--- config.mk ---
export PLATFORM = sky130hd
export DESIGN_NAME = pausable_delta_timer_beat
export DESIGN_NICKNAME = d
export VERILOG_FILES = /design/src/sv/pdtb_pkg.sv /design/src/sv/pausable_delta_timer_beat.sv /design/src/sv/pdtb_core.sv
export SDC_FILE = /design/constraint.sdc
export NUM_CORES = 2
export LEC_CHECK = 0
export ABC_CLOCK_PERIOD_IN_PS = 11000
export BUFFER_PORTS_ARGS = -buffer_cell sky130_fd_sc_hd__buf_2
export CORE_MARGIN = 5
export CORE_UTILIZATION = 28
export CTS_BUF_LIST = sky130_fd_sc_hd__clkbuf_8 sky130_fd_sc_hd__clkbuf_16
export DETAILED_ROUTE_END_ITERATION = 8
export PLACE_DENSITY_LB_ADDON = 0.12
export SETUP_SLACK_MARGIN = 0.15
export SLEW_MARGIN = 20
export SYNTH_ARGS = -nofsm -noshare
export SYNTH_HDL_FRONTEND = slang
export SYNTH_SLANG_ARGS = --single-unit
--- constraint.sdc ---
create_clock -name clk -period 11 [get_ports clk]
set_clock_uncertainty 0.05 [all_clocks]
set_input_delay 1.1 -clock clk [delete_from_list [all_inputs] [get_ports clk]]
set_output_delay 1.1 -clock clk [all_outputs]
set_load 0.01 [all_outputs]
--- src/sv/pdtb_pkg.sv ---
// ----------------------------------------------------------------------------
// pdtb_pkg
// Types, codes and constants of the pausable delta timer with beat tracking.
// ----------------------------------------------------------------------------
`default_nettype none

package pdtb_pkg;

  localparam int COUNT_WIDTH = 48;
  localparam int BPB_W       = 5;
  localparam int BEAT_W      = 4;
  localparam int CFG_IDX_W   = 2;

  localparam logic [COUNT_WIDTH-1:0] CNT_MAX        = '1;
  localparam logic [COUNT_WIDTH-1:0] BEAT_LEN_RESET = COUNT_WIDTH'(4285714);
  localparam logic [BPB_W-1:0]       BPB_RESET      = BPB_W'(4);

  typedef logic [COUNT_WIDTH-1:0] cnt_t;

  typedef enum logic [1:0] {
    MODE_TICK  = 2'd0,
    MODE_RESET = 2'd1,
    MODE_START = 2'd2,
    MODE_STOP  = 2'd3
  } mode_t;

  typedef enum logic [CFG_IDX_W-1:0] {
    REG_BEAT_LENGTH   = CFG_IDX_W'(0),
    REG_BEATS_PER_BAR = CFG_IDX_W'(1)
  } reg_idx_t;

  typedef struct packed {
    logic [1:0] mode;
    cnt_t       count_now;
  } in_item_t;

  typedef struct packed {
    cnt_t              game_time;
    cnt_t              delta_ticks;
    logic [BEAT_W-1:0] beat_index;
    logic              beat_advanced;
    logic              is_paused;
  } out_item_t;

  typedef struct packed {
    cnt_t              base_time;
    cnt_t              prev_time;
    cnt_t              cur_time;
    cnt_t              stop_time;
    cnt_t              paused_total;
    logic              paused_flag;
    cnt_t              last_delta;
    cnt_t              beat_phase;
    logic [BEAT_W-1:0] beat_count;
  } tmr_state_t;

  typedef struct packed {
    cnt_t             beat_length;
    logic [BPB_W-1:0] beats_per_bar;
  } tmr_cfg_t;

  function automatic cnt_t sat_add(input cnt_t a, input cnt_t b);
    logic [COUNT_WIDTH:0] s;
    s = {1'b0, a} + {1'b0, b};
    return s[COUNT_WIDTH] ? CNT_MAX : s[COUNT_WIDTH-1:0];
  endfunction

endpackage

`default_nettype wire

--- src/sv/pausable_delta_timer_beat.sv ---
// An accepted item sits in the input register; its result is then loaded
//   into the result register. Throughput: one item per cycle while out_stall
//   is low; the timer state is updated in the same cycle that the result
//   register is loaded, so commands chain back to back.
// Reset (rst_n low, synchronous): timer state cleared, registers to defaults,
//   both pipeline registers emptied.
// ----------------------------------------------------------------------------
// pausable_delta_timer_beat
// Pausable delta timer with beat phase tracking, one result per command.
// ----------------------------------------------------------------------------
`default_nettype none

module pausable_delta_timer_beat (
  input  wire                              clk,
  input  wire                              rst_n,
  input  wire                              in_valid,
  output logic                             in_stall,
  input  pdtb_pkg::in_item_t               in_item,
  output logic                             out_valid,
  input  wire                              out_stall,
  output pdtb_pkg::out_item_t              out_item,
  input  wire                              cfg_valid,
  output logic                             cfg_ready,
  input  wire [pdtb_pkg::CFG_IDX_W-1:0]    cfg_index,
  input  wire [pdtb_pkg::COUNT_WIDTH-1:0]  cfg_data
);
  import pdtb_pkg::*;

  in_item_t   in_item_r;
  logic       in_vld_r;
  out_item_t  out_item_r;
  logic       out_vld_r;
  tmr_state_t st_r;
  tmr_state_t st_nxt;
  tmr_cfg_t   cfg_r;
  out_item_t  res;
  logic       advance;
  logic       fire;

  assign advance   = !out_vld_r || !out_stall;
  assign fire      = in_vld_r && advance;
  assign in_stall  = in_vld_r && !advance;
  assign cfg_ready = 1'b1;
  assign out_valid = out_vld_r;
  assign out_item  = out_item_r;

  pdtb_core u_core (
    .item   (in_item_r),
    .st     (st_r),
    .cfg    (cfg_r),
    .st_nxt (st_nxt),
    .res    (res)
  );

  always_ff @(posedge clk) begin
    if (!rst_n) begin
      in_vld_r  <= 1'b0;
      out_vld_r <= 1'b0;
      st_r      <= '0;
      cfg_r.beat_length   <= BEAT_LEN_RESET;
      cfg_r.beats_per_bar <= BPB_RESET;
    end else begin
      if (!in_stall) begin
        in_vld_r <= in_valid;
      end
      if (advance) begin
        out_vld_r <= in_vld_r;
      end
      if (fire) begin
        st_r <= st_nxt;
      end
      if (cfg_valid && cfg_ready) begin
        if (cfg_index == REG_BEAT_LENGTH) begin
          cfg_r.beat_length <= cfg_data;
        end else if (cfg_index == REG_BEATS_PER_BAR) begin
          cfg_r.beats_per_bar <= cfg_data[BPB_W-1:0];
        end
      end
    end
  end

  // payload registers
  always_ff @(posedge clk) begin
    if (!in_stall && in_valid) begin
      in_item_r <= in_item;
    end
    if (fire) begin
      out_item_r <= res;
    end
  end

endmodule

`default_nettype wire

--- src/sv/pdtb_core.sv ---
// ----------------------------------------------------------------------------
// pdtb_core
// Next-state and result logic for one command: timebase, pause bookkeeping,
// delta measurement and beat phase accumulation.
// ----------------------------------------------------------------------------
`default_nettype none

module pdtb_core (
  input  pdtb_pkg::in_item_t   item,
  input  pdtb_pkg::tmr_state_t st,
  input  pdtb_pkg::tmr_cfg_t   cfg,
  output pdtb_pkg::tmr_state_t st_nxt,
  output pdtb_pkg::out_item_t  res
);
  import pdtb_pkg::*;

  cnt_t              now;
  cnt_t              delta;
  cnt_t              phase_sum;
  logic [BPB_W-1:0]  nb;
  logic              crossed;
  logic              advanced;
  cnt_t              run_d;
  cnt_t              gt;

  assign now = item.count_now;

  // tick datapath, used only for a running tick
  always_comb begin
    delta     = (now >= st.prev_time) ? now - st.prev_time : '0;
    phase_sum = sat_add(st.beat_phase, delta);
    crossed   = phase_sum > cfg.beat_length;
    nb        = BPB_W'(st.beat_count) + BPB_W'(1);
  end

  always_comb begin
    st_nxt   = st;
    advanced = 1'b0;
    unique case (mode_t'(item.mode))
      MODE_TICK: begin
        if (st.paused_flag) begin
          st_nxt.last_delta = '0;
        end else begin
          st_nxt.cur_time   = now;
          st_nxt.prev_time  = now;
          st_nxt.last_delta = delta;
          st_nxt.beat_phase = phase_sum;
          if (crossed) begin
            st_nxt.beat_phase = phase_sum - cfg.beat_length;
            st_nxt.beat_count = (nb == cfg.beats_per_bar) ? '0 : nb[BEAT_W-1:0];
            advanced          = 1'b1;
          end
        end
      end
      MODE_RESET: begin
        st_nxt.base_time   = now;
        st_nxt.prev_time   = now;
        st_nxt.stop_time   = '0;
        st_nxt.paused_flag = 1'b0;
      end
      MODE_START: begin
        if (st.paused_flag) begin
          if (now > st.stop_time) begin
            st_nxt.paused_total = sat_add(st.paused_total, now - st.stop_time);
          end
          st_nxt.prev_time   = now;
          st_nxt.stop_time   = '0;
          st_nxt.paused_flag = 1'b0;
        end
      end
      MODE_STOP: begin
        if (!st.paused_flag) begin
          st_nxt.stop_time   = now;
          st_nxt.paused_flag = 1'b1;
        end
      end
      default: st_nxt = st;
    endcase
  end

  // game time from the updated state, clamped at zero
  always_comb begin
    run_d = st_nxt.cur_time - st_nxt.base_time;
    if (st_nxt.paused_flag) begin
      gt = (st_nxt.stop_time >= st_nxt.base_time) ?
           st_nxt.stop_time - st_nxt.base_time : '0;
    end else if (st_nxt.cur_time < st_nxt.base_time) begin
      gt = '0;
    end else begin
      gt = (run_d >= st_nxt.paused_total) ? run_d - st_nxt.paused_total : '0;
    end
  end

  assign res.game_time     = gt;
  assign res.delta_ticks   = st_nxt.last_delta;
  assign res.beat_index    = st_nxt.beat_count;
  assign res.beat_advanced = advanced;
  assign res.is_paused     = st_nxt.paused_flag;

endmodule

`default_nettype wire

==> reports/metrics.csv <==
stage;metric;value;unit
route;average wire per standard cell;21.5;um
floorplan;overall die area;164000;um^2
power_and_ir_drop;Pwr per Cell Area;167;nW/um^2
worst_setup_path;kind of start point of the critical path;flip-flop;
placed_design;global placer's final weighted congestion;0.868;
grt;number of antenna violations at the first check in global routing;5;
placed_design;number of port buffers;208;
sta;setup repair after global routing missed its margin;no;
job;total of max-cap violations;0;
grt;via count of the first global-routing pass;38600;
floorplan;total I/O pin count;210;
finish;most common cell after layout, fill and taps aside;nand2_1;
synthesis;synthesized netlist net count;6042;
floorplan;core footprint;154000;um^2
synthesis;number of synthesized register bits;548;
sta;final setup TNS;0;ps
finish;final non-filler cell total;7683;
route;drt total wl;165000;um
sta;final hold slack;399;ps
grt;GRT busiest layer;met2;
clock_network;H-tree depth;3;
placed_design;DPL Wire Length;127000;um
worst_setup_path;cell repeated most along the worst path;a21o_1;
route;Post-DRT Antenna Nets;0;
clock_network;TritonCTS clock tree;done;
clock_network;sinks on the clock net;548;
clock_network;CTS Buf Count;75;
clock_network;buffer type at the clock tree root;clkbuf_16;
finish;fraction of layout instances using a drive strength above 1;8.42;%
synthesis;biggest area contributors in the synthesized netlist;dfxtp_1 18%, ha_1 11%, edfxtp_1 10%, a21oi_1 7.4%, nand2_1 6.1%;
grt;largest net degree at the start of global routing;164;
route;count of TritonRoute iterations in the first routing pass;5;
synthesis;Cells after Synth;5539;
sta;Worst Setup Slack, final;831;ps
power_and_ir_drop;Pwr Total;8.19;mW
finish;commonest cells after routing, fill and taps aside;703 x nand2_1, 640 x a21oi_1, 412 x nor2_1;
sta;final slew viol count;0;
worst_setup_path;critical path's slowest cell;o41a_1;
synthesis;proportion of netlist area held by the largest area contributor;18.2;%
synthesis;share of flip-flops with an asynchronous set or reset after synthesis;0;%
finish;signed area change from the synthesized netlist to the final layout;12.7;%
synthesis;netlist area before placement;43600;um^2
worst_setup_path;crit path DAT;10660;ps
hold_path;class of the most critical hold timing path;flip-flop to flip-flop;
clock_network;clock-pin slew reported for the worst setup and hold paths after clock tree synthesis;60;ps
route;via count;40800;
floorplan;die outline width;405;um
worst_setup_path;Worst setup EP type;flip-flop;
synthesis;top flip-flop cell by instance count after synthesis;dfxtp_1;
sta;slew at the pin closest to its max-slew limit;1010;ps
route;DRC violations left;0;
grt;total congestion overflow;0;
grt;fraction of met3 tracks used by global routing;3.04;%
sta;highest clock frequency the design can meet;98.3;MHz
clock_network;cts-stage hold buffer count;0;
synthesis;largest area contributor in the synthesized netlist;dfxtp_1;
power_and_ir_drop;Leakage Power;19.9;nW
finish;net count of the finished layout;6082;
grt;global-route track usage on met2;30.7;%
placed_design;placement-stage worst setup slack;774;ps
worst_setup_path;required time at the worst-slack endpoint;11490;ps
clock_network;clock latency on the worst-skew pair;680;ps
floorplan;height of the die;405;um
clock_network;maximum clock insertion buffer count;3;
sta;post-layout min period;10170;ps
grt;fraction of met1 tracks used by global routing;27.7;%
outcome;run status;finished, final reports clean;
worst_setup_path;classification of the worst setup path;flip-flop to flip-flop;
synthesis;total number of yosys warnings;0;
sta;final count of hold timing violations;0;
route;number of design-rule violations left by the first detailed-router iteration;3156;
synthesis;part of the Yosys area used for sequential elements;28.7;%
worst_setup_path;highest cell delay on the worst timing path;540;ps
grt;overall global routing resource usage;19.4;%
worst_setup_path;Critical Path Fanout Max;17;
sta;number of setup violations in the final report;0;
placed_design;Cell Count Post-Placement;7546;
floorplan;Initial Util;28.2;%
sta;fin crit share;92.4;%
power_and_ir_drop;worst supply voltage drop on vdd;0.111;mV
synthesis;EDFF count, synth;152;
route;via count normalized by instance count;5.31;
floorplan;Core Rows;144;
synthesis;number of distinct library cells after synthesis;104;
sta;worst-case headroom to the max-slew limit;32.4;%
clock_network;post-CTS resize count;0;
synthesis;average cell area after synthesis;7.87;um^2
clock_network;buffers inserted by post-CTS timing repair;0;
grt;global-route wire length before repair;247000;um
-- power by group --
group          internal, mW  switching [mW]  leakage, nW
Combinational          1.24            2.16         13.9
Sequential             2.18          0.0627         4.71
Clock                  1.53            1.02         1.32
-- worst paths after layout --
check,start,to,slack (ps),cells past startpoint
worst min register to register,st_r[77],st_r[77],400,2
worst max-delay path,in_item_r[0],st_r[46],830,36
worst min-delay path,st_r[77],st_r[77],400,2
worst max register to register,in_item_r[0],st_r[46],830,36
-- routing by layer --
metal	routed length, um	up-vias
met5	13	-
met3	7460	151
met2	73200	830
met4	4030	2
met1	80700	19500
li1	-	20300
-- synthesized netlist by cell type, types with 32 or more instances --
master / instances
o21ai_0: 282
nor3_1: 49
nor2b_1: 33
nor2_1: 414
nand2b_1: 44
o211ai_1: 33
a211oi_1: 103
ha_1: 390
o21a_1: 87
nand3_1: 140
a31oi_1: 52
nand4_1: 86
xnor2_1: 217
and2_1: 32
o2bb2ai_1: 55
a21o_1: 228
edfxtp_1: 152
o21bai_1: 58
dfxtp_1: 396
xor2_1: 124
nand2_1: 707
clkbuf_1: 257
o31a_1: 45
mux2i_1: 57
inv_1: 261
or3_1: 32
a22o_1: 54
and3_1: 45
o22ai_1: 78
a21oi_1: 641
-- registers in the layout, indices dropped and copies added (netlist names) --
signal,cells
cfg_r,53
out_valid,1
out_item,102
st_r,341
in_vld_r,1
in_item_r,50
-- layout make-up --
type / instances / area (um^2)
Sequential cell: 548 / 12500
Clock inverter: 47 / 395
Multi-Input combinational cell: 4421 / 29000
Timing Repair Buffer: 271 / 1550
Fill cell: 16600 / 105000
Clock buffer: 89 / 2130
Antenna cell: 1 / 2.50
Tap cell: 2044 / 2560
Inverter: 262 / 998
-- stage by stage --
step | instance area, um^2 | util, %
floorplan | 43600 | -
global placement | 46600 | 30.2
detailed placement | 46600 | 30.2
CTS | 49100 | 31.8
global route | 49200 | 31.8
finish | 49200 | 31.8
-- critical path: cells and delay by family, from the launching register on --
family	cells	cell delay [ps]
AO/OA/AOI/OAI	20	5770
adder cells (fa/ha/maj)	5	1580
AND/OR/NAND/NOR	6	1450
buffers and inverters	4	500
flip-flops	1	480
XOR/XNOR	1	160
-- cells by family (layout without fill, tap and decap cells) --
family / after synthesis / after routing / synth area share (%)
AO/OA/AOI/OAI: 1957 / 1957 / 29.3
multiplexers: 58 / 58 / 1.33
adder cells (fa/ha/maj): 398 / 398 / 11.6
XOR/XNOR: 341 / 341 / 6.85
flip-flops: 548 / 548 / 28.7
AND/OR/NAND/NOR: 1666 / 1666 / 17.2
other: 1 / 2 / 0.00860
buffers and inverters: 570 / 669 / 5.08
(Power assumes the default switching activity.)
